**src/sv/lc3ie_pkg.sv**
```systemverilog
`timescale 1ns / 1ps
package lc3ie_pkg;

  localparam int MemAddrBits = 16;
  localparam int MemWords = 1 << MemAddrBits;

  typedef logic [15:0] word_t;

  typedef enum logic [1:0] {
    KIND_LOAD  = 2'd0,
    KIND_START = 2'd1,
    KIND_STEP  = 2'd2,
    KIND_NONE  = 2'd3
  } kind_t;

  localparam logic [2:0] ST_OK      = 3'd0;
  localparam logic [2:0] ST_HALT    = 3'd1;
  localparam logic [2:0] ST_PROT    = 3'd2;
  localparam logic [2:0] ST_RSVD    = 3'd3;
  localparam logic [2:0] ST_BADTRAP = 3'd4;
  localparam logic [2:0] ST_NOTRAP  = 3'd5;

  localparam logic [3:0] OP_BR   = 4'd0;
  localparam logic [3:0] OP_ADD  = 4'd1;
  localparam logic [3:0] OP_LD   = 4'd2;
  localparam logic [3:0] OP_ST   = 4'd3;
  localparam logic [3:0] OP_JSR  = 4'd4;
  localparam logic [3:0] OP_AND  = 4'd5;
  localparam logic [3:0] OP_LDR  = 4'd6;
  localparam logic [3:0] OP_STR  = 4'd7;
  localparam logic [3:0] OP_NOT  = 4'd9;
  localparam logic [3:0] OP_LDI  = 4'd10;
  localparam logic [3:0] OP_STI  = 4'd11;
  localparam logic [3:0] OP_JMP  = 4'd12;
  localparam logic [3:0] OP_LEA  = 4'd14;
  localparam logic [3:0] OP_TRAP = 4'd15;

  localparam logic [7:0] TRAP_GETC = 8'h20;
  localparam logic [7:0] TRAP_OUT  = 8'h21;
  localparam logic [7:0] TRAP_IN   = 8'h23;
  localparam logic [7:0] TRAP_HALT = 8'h25;
  localparam logic [7:0] TRAP_LAST = 8'h27;

  localparam word_t IO_KBSR = 16'hFE00;
  localparam word_t IO_KBDR = 16'hFE02;
  localparam word_t IO_DDR  = 16'hFE06;
  localparam word_t IO_MCR  = 16'hFFFE;
  localparam word_t KBSR_READY = 16'h8000;

  localparam logic [1:0] CFG_START_BASE = 2'd0;
  localparam logic [1:0] CFG_PROT_EN    = 2'd1;
  localparam logic [1:0] CFG_PROT_LOW   = 2'd2;
  localparam logic [1:0] CFG_PROT_HIGH  = 2'd3;

  localparam word_t START_BASE_RST = 16'h3000;
  localparam word_t PROT_LOW_RST   = 16'h0000;
  localparam word_t PROT_HIGH_RST  = 16'h2FFF;

  typedef struct packed {
    kind_t       kind;
    word_t       addr;
    word_t       data;
    logic        key_valid;
    logic [7:0]  key_char;
  } item_t;

  // front to back
  typedef struct packed {
    logic  valid;
    item_t item;
  } queue_head_t;

  // back to front
  typedef struct packed {
    logic pop;
    logic open;
  } back_ctl_t;

  function automatic word_t sx5(word_t v);
    return {{11{v[4]}}, v[4:0]};
  endfunction

  function automatic word_t sx6(word_t v);
    return {{10{v[5]}}, v[5:0]};
  endfunction

  function automatic word_t sx9(word_t v);
    return {{7{v[8]}}, v[8:0]};
  endfunction

  function automatic word_t sx11(word_t v);
    return {{5{v[10]}}, v[10:0]};
  endfunction

  function automatic logic [2:0] nzp(word_t v);
    logic [2:0] f;
    if (v == 16'h0000) f = 3'b010;
    else if (v[15]) f = 3'b100;
    else f = 3'b001;
    return f;
  endfunction

endpackage

```
**src/sv/lc3ie_front.sv**
```systemverilog
`timescale 1ns / 1ps
module lc3ie_front (
  input  logic                  clk,
  input  logic                  rst,
  input  logic                  item_valid,
  output logic                  item_stall,
  input  logic [1:0]            kind,
  input  logic [15:0]           addr,
  input  logic [15:0]           data,
  input  logic                  key_valid,
  input  logic [7:0]            key_char,
  input  lc3ie_pkg::back_ctl_t  ctl,
  output lc3ie_pkg::queue_head_t head
);

  lc3ie_pkg::item_t slots [2];
  logic       wr_ptr;
  logic       rd_ptr;
  logic [1:0] count;
  logic       push;
  logic       pop;

  assign item_stall = (count == 2'd2) || !ctl.open;
  assign push = item_valid && !item_stall;
  assign pop  = ctl.pop && (count != 2'd0);

  assign head.valid = (count != 2'd0);
  assign head.item  = slots[rd_ptr];

  always_ff @(posedge clk) begin
    if (rst) begin
      wr_ptr <= 1'b0;
      rd_ptr <= 1'b0;
      count  <= 2'd0;
    end else begin
      if (push) begin
        slots[wr_ptr] <= '{kind: lc3ie_pkg::kind_t'(kind), addr: addr, data: data,
                           key_valid: key_valid, key_char: key_char};
        wr_ptr <= !wr_ptr;
      end
      if (pop) rd_ptr <= !rd_ptr;
      count <= count + {1'b0, push} - {1'b0, pop};
    end
  end

endmodule

```
**config.mk**
```make
export PLATFORM = sky130hd
export DESIGN_NAME = lc3ie_front
export DESIGN_NICKNAME = d
export VERILOG_FILES = /design/src/sv/lc3ie_pkg.sv /design/src/sv/lc3ie_front.sv
export SDC_FILE = /design/constraint.sdc
export NUM_CORES = 1
export LEC_CHECK = 0
export BUFFER_PORTS_ARGS = -buffer_cell sky130_fd_sc_hd__buf_2
export CAP_MARGIN = 10
export CORE_ASPECT_RATIO = 1.1
export CORE_MARGIN = 4
export CORE_UTILIZATION = 46
export CTS_BUF_LIST = sky130_fd_sc_hd__clkbuf_4 sky130_fd_sc_hd__clkbuf_8 sky130_fd_sc_hd__clkbuf_16
export DETAILED_ROUTE_END_ITERATION = 12
export HOLD_SLACK_MARGIN = 0.1
export PLACE_DENSITY = 0.8
export SYNTH_ARGS = -nofsm -noshare
export SYNTH_HDL_FRONTEND = slang
export SYNTH_SLANG_ARGS = --single-unit
```
**constraint.sdc**
```tcl
create_clock -name clk -period 6.63 [get_ports clk]
set_clock_uncertainty 0.05 [all_clocks]
set_input_delay 0.3315 -clock clk [delete_from_list [all_inputs] [get_ports clk]]
set_output_delay 0.3315 -clock clk [all_outputs]
set_load 0.05 [all_outputs]
```
==> impl_metrics.py, run 1 <==
metrics = {
    "status": {
        "status": "finished, final reports clean",
    },
    "worst_setup_path": {
        "crit_fanout": 24,
        "cpMaxStageDelayCell": "dfxtp_2",
        "reg2reg_from": "count[0]$_SDFF_PP0_",
        "worst_setup_path_end_kind": "primary output",
        "cp_cell_sequence": "buf_4, mux2_2, buf_2",
        "critical_path_class": "register to primary output",
        "cp_slowest_stage_delay_ns": 0.76,
        "start_kind": "register",
        "crit_arrival_ns": 2.23,
        "required_ns": 6.25,
    },
    "cts": {
        "htree_num_levels": 3,
        "tritoncts": "yes",
        "clk_path_buf_depth": 2,
        "numCtsBuffers": 9,
        "root_buffer": "clkbuf_8",
        "path_clk_slew_ns": 0.09,
        "clock_latency_ns": 0.34,
        "cts_setup_buffers": 0,
        "clock_sinks": 91,
        "ctsResizeCount": 0,
    },
    "power": {
        "p_per_area_nw_per_um2": 371,
        "cellLeakagePower_nw": 1.74,
        "peakVddDrop_v": 0.000251,
    },
    "die": {
        "rows": 33,
        "top_level_ports": 93,
        "initial_core_util_pct": 47.4,
        "die_w_um": 91.9,
        "die_height_um": 100,
        "die-area_sq_um": 9220,
        "coreArea_sq_um": 7510,
    },
    "sta": {
        "tightest_slew_ns": 0.653,
        "hold_violations": 0,
        "worst_hold_slack_ns": 0.123,
        "period_needed_ns": 2.61,
        "setup_viol": 0,
        "drv_slew": 0,
        "setup_tns_ns": 0,
        "timing.final.crit_share_pct": 39.4,
        "max-slew-margin-rel_pct": 56.5,
        "timing.fmax_mhz": 383,
        "rsz0062_at_grt": "no",
    },
    "detailed_routing": {
        "vias": 1773,
        "drt_iter0_markers": 36,
        "via_per_inst": 4.59,
        "route.detailed.drc": 0,
        "antenna_left": 0,
        "post_drt_wl_per_cell_um": 15.0,
        "drt_wl_total_um": 5810,
        "drtPass1Iterations": 4,
    },
    "cells_and_area": {
        "stdcell_count": 386,
        "seq_area_sq_um": 2680,
        "final_nets": 326,
        "multiInputGateArea_sq_um": 797,
        "drive_above_1_share_pct": 57.3,
        "nFillCells": 603,
        "syn_to_final_growth_pct": 24.6,
        "diodes": 0,
    },
    "synthesis": {
        "syn_avg_cell_area_sq_um": 22.3,
        "netlist_instances": 160,
        "synth-seq-area-share_pct": 75.3,
        "synth_cell_types": 20,
        "yosysWarnings": 0,
        "synth-seq-cells": 91,
        "synthesis.nets": 210,
        "synthesis.area_sq_um": 3560,
    },
    "placed_design": {
        "post-place-cells": 356,
        "gp_congestion": 0.637,
        "port-buffer-count": 92,
        "place_hpwl_um": 3870,
    },
    "job": {
        "maxCapViolCount": 0,
    },
    "grt": {
        "grt_remaining_overflow": 0,
        "antenna_found_initial": 0,
        "first_global_vias": 1907,
        "grt_max_degree": 44,
        "grt_use_total_pct": 12.9,
        "grt_first_pass_wirelength_um": 8940,
    },
    "min_path": {
        "holdCritStartpoint": "data[11]",
        "hp-class": "input port to register",
    },
}
## metrics by stage
step | total power [mW] | area [sq um] | worst slack [ns] | utilization [%]
after floorplan | 1.23 | 3560 | 2.31 | -
after CTS | 1.66 | 4310 | 3.96 | 57.4
after global placement | 1.29 | 4110 | 4.35 | 54.6
after global routing | 1.72 | 4440 | 3.90 | 59.1
final | 1.65 | 4440 | 4.02 | 59.1
after detailed placement | 1.30 | 4110 | 4.34 | 54.6
## final cells by class
class / instances / area share (%)
Clock inverter: 6 / 1.44
Tap cell: 105 / 2.96
Inverter: 1 / 0.0845
Sequential cell: 91 / 60.4
Multi-Input combinational cell: 63 / 17.9
Timing Repair Buffer: 110 / 14.2
Clock buffer: 10 / 2.96
## synthesized netlist by cell type
| cell type | instances | area [sq um] |
|---|---|---|
| and2_1 | 1 | 6.26 |
| buf_12 | 4 | 80.1 |
| buf_6 | 1 | 11.3 |
| dfxtp_1 | 5 | 100 |
| edfxtp_1 | 86 | 2580 |
| ha_1 | 2 | 25.0 |
| inv_1 | 1 | 3.75 |
| mux2_2 | 3 | 33.8 |
| mux2_4 | 41 | 616 |
| nand2_1 | 1 | 3.75 |
| nand2b_2 | 1 | 8.76 |
| nand3_4 | 1 | 17.5 |
| nor2_1 | 4 | 15.0 |
| nor2b_1 | 2 | 12.5 |
| nor3_1 | 2 | 10.0 |
| nor3b_1 | 1 | 7.51 |
| o21a_1 | 1 | 7.51 |
| or2_2 | 1 | 6.26 |
| xnor2_1 | 1 | 8.76 |
| xor2_1 | 1 | 8.76 |
## power by group
part	internal [mW]	switching, mW	leakage [nW]
combinational	0.209	0.373	0.817
clock	0.179	0.184	0.0981
sequential	0.665	0.0388	0.822
## layout by cell type, fill, tap and decap left out, types with 2 or more instances in the layout
master and instances:
clkbuf_8 9, inv_6 2, ha_1 2, nor2_1 4
dfxtp_1 4, nor2b_1 2, edfxtp_1 86, mux2_2 3
buf_2 92, dlygate4sd3_1 14, mux2_4 41, buf_4 4
## path summary, 6_finish.rpt
kind	cells past startpoint	slack (ns)	to
max	3	4.02	head[0]
min	1	0.12	slots[0][20]$_DFFE_PP_
max reg2reg	4	4.87	slots[1][13]$_DFFE_PP_
min reg2reg	2	0.49	rd_ptr$_SDFFE_PP0P_
## timing repair
item / 4_1_cts / 5_1_grt
hold buffers: 1 / 13
endpoints found under the setup margin: 0 / 0
hold endpoints to repair: 2 / 25
## sequential cells by signal, indices dropped and copies added (netlist names), named ones only
signal	cells
slots	86
count	2
rd_ptr	1
wr_ptr	1
## metal layers
layer / GRT usage [%] / wire (um)
met4: 4.46 / 37
met3: 4.87 / 398
met5: 0 / 0
met2: 23.5 / 3140
met1: 13.7 / 2230
## critical path: cells and delay by family (launching register included)
family	cells	cell delay [ns]
buf+inv	2	0.71
flops	1	0.76
mux	1	0.40
## kinds of logic after synthesis
group	share of synthesized area, %
AOI/OAI and AO/OA	0.211
and+or+nand+nor	2.46
DFF	75.3
xor gates and xnor gates	0.491
adders and majority gates	0.702
buffers and inverters	2.67
muxes	18.2
No activity file was read; power rests on OpenSTA's default activity.
==> run 2: changes to the inputs <==
PLACE_DENSITY = 0.83   (was 0.8)
clock period = 2.3 ns   (was 6.63 ns; I/O delays follow)
==> run 2 against run 1 <==
  * Routed wire length up 6.4%
  * Critical path type unchanged
  * Clock power rose to 3.0 times the previous value
  * Sequential power increased to 2.8 times the previous value
  * Sequential share of layout area down 4.7 points
  * Utilization is 5.0 points higher
  * Highest routed layer unchanged
  * Cell area up 8.5%
  * Clock-buffer cell count grew 1
  * First-iteration DRC count shrank 2.8%
  * Total power increased to 3.0 times the previous value
  * Combinational power rose to 3.1 times the previous value
==> impl_metrics.py, run 2 (same netlist as run 1, synthesis figures left out) <==
metrics = {
    "die": {
        "coreArea_sq_um": 7510,
        "rows": 33,
        "die_height_um": 100,
        "die_w_um": 91.9,
        "die-area_sq_um": 9220,
        "top_level_ports": 93,
        "initial_core_util_pct": 47.4,
    },
    "cts": {
        "numCtsBuffers": 9,
        "htree_num_levels": 3,
        "root_buffer": "clkbuf_8",
        "cts_setup_buffers": 0,
        "clock_sinks": 91,
        "tritoncts": "yes",
        "ctsResizeCount": 0,
        "path_clk_slew_ns": 0.07,
        "clk_path_buf_depth": 2,
        "clock_latency_ns": 0.33,
    },
    "sta": {
        "setup_tns_ns": 0,
        "rsz0062_at_grt": "no",
        "timing.final.crit_share_pct": 82.5,
        "setup_viol": 0,
        "fin_ws_ns": 0.404,
        "worst_hold_slack_ns": 0.142,
        "drv_slew": 0,
        "max-slew-margin-rel_pct": 71.0,
        "timing.fmax_mhz": 527,
        "tightest_slew_ns": 0.435,
        "period_needed_ns": 1.90,
        "hold_violations": 0,
    },
    "detailed_routing": {
        "post_drt_wl_per_cell_um": 14.8,
        "vias": 1877,
        "drtPass1Iterations": 4,
        "antenna_left": 0,
        "drt_wl_total_um": 6180,
        "via_per_inst": 4.49,
        "route.detailed.drc": 0,
        "drt_iter0_markers": 35,
    },
    "worst_setup_path": {
        "cp_slowest_stage_delay_ns": 0.60,
        "start_kind": "register",
        "worst_setup_path_end_kind": "primary output",
        "cpMaxStageDelayCell": "dfxtp_2",
        "r2r_slack_ns": 0.60,
        "crit_family": "flip-flops",
        "reg2reg_from": "count[0]$_SDFF_PP0_",
        "required_ns": 2.13,
        "r2r_end": "count[1]$_SDFF_PP0_",
        "crit_arrival_ns": 1.73,
        "crit_buf_inv": 2,
        "crit_fanout": 18,
        "cp_cell_sequence": "buf_12, mux2_4, buf_2",
        "critical_path_class": "register to primary output",
        "rr_worst_depth": 8,
    },
    "grt": {
        "grtUsageMet3_pct": 4.95,
        "grtUsageMet2_pct": 24.4,
        "antenna_found_initial": 0,
        "grt_max_degree": 19,
        "gr-usage-met1_pct": 16.4,
        "grt.busiest_layer": "met2",
        "grt_first_pass_wirelength_um": 9820,
        "grt_remaining_overflow": 0,
        "first_global_vias": 2012,
        "grt_use_total_pct": 14.1,
    },
    "power": {
        "p_clk_share_pct": 22.4,
        "peakVddDrop_v": 0.000553,
        "p_seq_share_pct": 40.8,
        "p_int_mw": 3.22,
        "p_sw_mw": 1.69,
        "cellLeakagePower_nw": 1.90,
        "p_per_area_nw_per_um2": 1020,
        "pwr-share-comb_pct": 36.8,
        "fin_total_pwr_mw": 4.91,
        "p_sw_share_pct": 34.4,
    },
    "cells_and_area": {
        "final_common_cell": "buf_2",
        "nFillCells": 555,
        "final_cell_mix": "92 x buf_2, 86 x edfxtp_1, 44 x dlygate4sd3_1",
        "largest_registers": "slots x86, count x2",
        "regMostFlops": "slots",
        "stdcell_count": 418,
        "diodes": 0,
        "largest_reg_flops": 86,
        "drive_above_1_share_pct": 52.4,
        "syn_to_final_growth_pct": 35.2,
        "final_nets": 360,
    },
    "placed_design": {
        "port-buffer-count": 92,
        "dp_slack_ns": 0.573,
        "post-place-cells": 360,
        "place_hpwl_um": 4050,
        "gp_congestion": 0.618,
    },
    "job": {
        "maxCapViolCount": 0,
    },
    "min_path": {
        "hold_depth": 3,
        "hp-class": "input port to register",
        "holdCritStartpoint": "ctl[0]",
        "min_to": "wr_ptr$_SDFFE_PP0P_",
    },
    "status": {
        "status": "finished, final reports clean",
    },
}
run 2: worst max-delay path by stage:
stage | from | endpoint | slack, ns | depth (start not counted)
finish | register | head[9] | 0.40 | 3
global route | register | head[0] | 0.31 | 3
CTS | register | head[30] | 0.34 | 3
detailed placement | count[0]$_SDFF_PP0_ | count[1]$_SDFF_PP0_ | 0.57 | 8
global placement | count[0]$_SDFF_PP0_ | count[1]$_SDFF_PP0_ | 0.67 | 8
floorplan | count[0]$_SDFF_PP0_ | slots[1][0]$_DFFE_PP_ | 0.07 | 3
run 2: layer usage:
layer	vias to the layer above	part of all wire (%)
met5	-	0
met3	7	6.2
met4	0	0.84
met2	63	52
met1	891	41
li1	916	-
run 2: area by class of cell:
cell class                 instances  area [sq um]  share of cell area [%]
sequential                        91          2680                    55.7
tap                              105           131                    2.73
inverter                           1          3.75                  0.0779
clock buffer                      11           139                    2.88
timing repair buffer             144           986                    20.5
clock inverter                     3          65.1                    1.35
multi-input combinational         63           810                    16.8
run 2: repair_timing:
action	4_1_cts	5_1_grt
endpoints found under the hold margin	90	0
hold buffers	44	0
setup endpoints to repair	0	0
run 2: power groups by stage:
stage / clock (mW) / combinational, mW / sequential, mW
after floorplan: 0 / 1.57 / 1.99
after global placement: 0 / 1.75 / 2.04
after detailed placement: 0 / 1.76 / 2.04
after CTS: 1.14 / 1.82 / 2.01
after global routing: 1.21 / 1.90 / 2.02
final: 1.10 / 1.81 / 2.00
run 2: through the flow:
stage	cell area (sq um)	util, %
after floorplan	3590	-
after global routing	4820	64.1
after global placement	4170	55.5
after detailed placement	4170	55.5
after CTS	4820	64.1
final	4820	64.1
run 2: worst reg2reg max path, cell delays in order (launching register included):
cell,delay (ns)
dfxtp_1,0.36
nand2b_2,0.16
nand3_4,0.13
ha_1,0.30
inv_1,0.04
ha_1,0.17
xor2_1,0.15
and2_1,0.16
nor3_1,0.12
==> run 3: changes to the inputs <==
PLACE_DENSITY = 0.8   (was 0.83)
clock period = 2 ns   (was 2.3 ns; I/O delays follow)
==> run 3 against run 2 <==
  * Via count is essentially flat
  * Utilization fell by 0.50 points
  * First-iteration DRC count increased by 63%
  * Final cell count grew 0.24%
  * Critical path type unchanged
==> impl_metrics.py, run 3 (same netlist as run 1, synthesis figures left out) <==
metrics = {
    "status": {
        "status": "finished, final reports clean",
    },
    "cells_and_area": {
        "final_common_cell": "buf_2",
        "utilization_pct": 63.6,
        "stdcell_count": 419,
        "drive_above_1_share_pct": 51.9,
        "diodes": 0,
        "largest_registers": "slots x86, count x2",
        "nFillCells": 584,
        "final_nets": 359,
        "final_cell_mix": "92 x buf_2, 86 x edfxtp_1, 44 x dlygate4sd3_1",
        "final_area_sq_um": 4780,
        "largest_reg_flops": 86,
        "syn_to_final_growth_pct": 34.1,
        "regMostFlops": "slots",
    },
    "worst_setup_path": {
        "worst_setup_path_end_kind": "primary output",
        "cp_slowest_stage_delay_ns": 0.56,
        "crit_family": "flip-flops",
        "crit_arrival_ns": 1.69,
        "required_ns": 1.85,
        "crit_buf_inv": 2,
        "start_kind": "register",
        "critical_path_class": "register to primary output",
        "cp_cell_sequence": "buf_4, mux2_4, buf_2",
        "crit_fanout": 10,
        "cpMaxStageDelayCell": "dfxtp_2",
    },
    "detailed_routing": {
        "wl_met2_um": 3440,
        "route.detailed.drc": 0,
        "wl_met1_um": 2330,
        "highest_layer": "met4",
        "drtPass1Iterations": 4,
        "post_drt_wl_per_cell_um": 14.8,
        "vias": 1876,
        "drt_iter0_markers": 57,
        "antenna_left": 0,
        "route.met3.wl_um": 323,
        "via_per_inst": 4.48,
        "drt_wl_total_um": 6180,
    },
    "cts": {
        "clock_latency_ns": 0.33,
        "numCtsBuffers": 9,
        "htree_num_levels": 3,
        "clock_sinks": 91,
        "root_buffer": "clkbuf_8",
        "ctsResizeCount": 0,
        "path_clk_slew_ns": 0.08,
        "cts_setup_buffers": 0,
        "clk_path_buf_depth": 2,
        "cts_hold_buf": 44,
        "tritoncts": "yes",
    },
    "sta": {
        "setup_viol": 0,
        "period_needed_ns": 1.84,
        "drv_slew": 0,
        "worst_hold_slack_ns": 0.132,
        "hold_violations": 0,
        "timing.fmax_mhz": 544,
        "tightest_slew_ns": 0.426,
        "max-slew-margin-rel_pct": 71.6,
        "rsz0062_at_grt": "no",
        "timing.final.crit_share_pct": 91.9,
    },
    "grt": {
        "first_global_vias": 2053,
        "antenna_found_initial": 0,
        "grt_use_total_pct": 14.0,
        "grt_first_pass_wirelength_um": 9670,
        "grt_max_degree": 31,
        "grt_remaining_overflow": 0,
    },
    "placed_design": {
        "port-buffer-count": 92,
        "post-place-cells": 359,
        "place_hpwl_um": 3930,
        "gp_congestion": 0.658,
        "placed_area_sq_um": 4170,
    },
    "power": {
        "p_seq_share_pct": 42.3,
        "p_sw_mw": 1.99,
        "p_clk_share_pct": 19.1,
        "p_per_area_nw_per_um2": 1140,
        "peakVddDrop_v": 0.000806,
        "pwr-share-comb_pct": 38.6,
        "p_int_mw": 3.45,
        "p_sw_share_pct": 36.6,
        "fin_total_pwr_mw": 5.44,
        "cellLeakagePower_nw": 1.87,
    },
    "die": {
        "rows": 33,
        "coreArea_sq_um": 7510,
        "top_level_ports": 93,
        "die_height_um": 100,
        "die_w_um": 91.9,
        "die-area_sq_um": 9220,
        "initial_core_util_pct": 47.4,
    },
    "min_path": {
        "hp-class": "input port to register",
    },
    "job": {
        "maxCapViolCount": 0,
    },
}
[run 3: path summary, 6_finish.rpt]
check,to,slack [ns],depth (start not counted),start
hold / removal,wr_ptr$_SDFFE_PP0P_,0.13,3,item_valid
setup / recovery,head[13],0.16,3,register
setup reg to reg,count[1]$_SDFF_PP0_,0.32,8,count[0]$_SDFF_PP0_
hold reg to reg,rd_ptr$_SDFFE_PP0P_,0.48,2,rd_ptr$_SDFFE_PP0P_
[run 3: per-stage QoR]
| stage | worst slack (ns) | setup TNS [ns] |
|---|---|---|
| final | 0.162 | 0 |
| after global routing | 0.0649 | 0 |
| after CTS | 0.113 | 0 |
| after detailed placement | 0.318 | 0 |
| after global placement | 0.420 | 0 |
| after floorplan | -0.206 | -11.91 |
[run 3: power by group through the flow]
stage,clock network (mW),registers (mW),logic [mW]
floorplan,0,2.29,1.81
global placement,0,2.34,2.03
detailed placement,0,2.35,2.05
CTS,1.09,2.31,2.12
global route,1.18,2.32,2.20
finish,1.04,2.30,2.10
[run 3: final cells by class]
class                   instances  area (sq um)  area share (%)
well taps                     105           131            2.75
multi-input cells              63           815            17.0
repair buffers                143           978            20.5
clock buffers                   9           124            2.59
clock inverters                 7          43.8           0.916
inverters                       1          3.75          0.0785
flip-flops and latches         91          2690            56.2
[run 3: tightest hold or removal path, cell delays in order]
cell and delay [ns]:
buf_2 0.11, nand3_4 0.12, mux2_4 0.16
[run 3: per-layer routing]
metal  GRT usage (%)  vias to the layer above
li1                -                      917
met3            3.15                       10
met4            5.83                        0
met2            26.3                       56
met1            15.0                      893
met5               0                        -
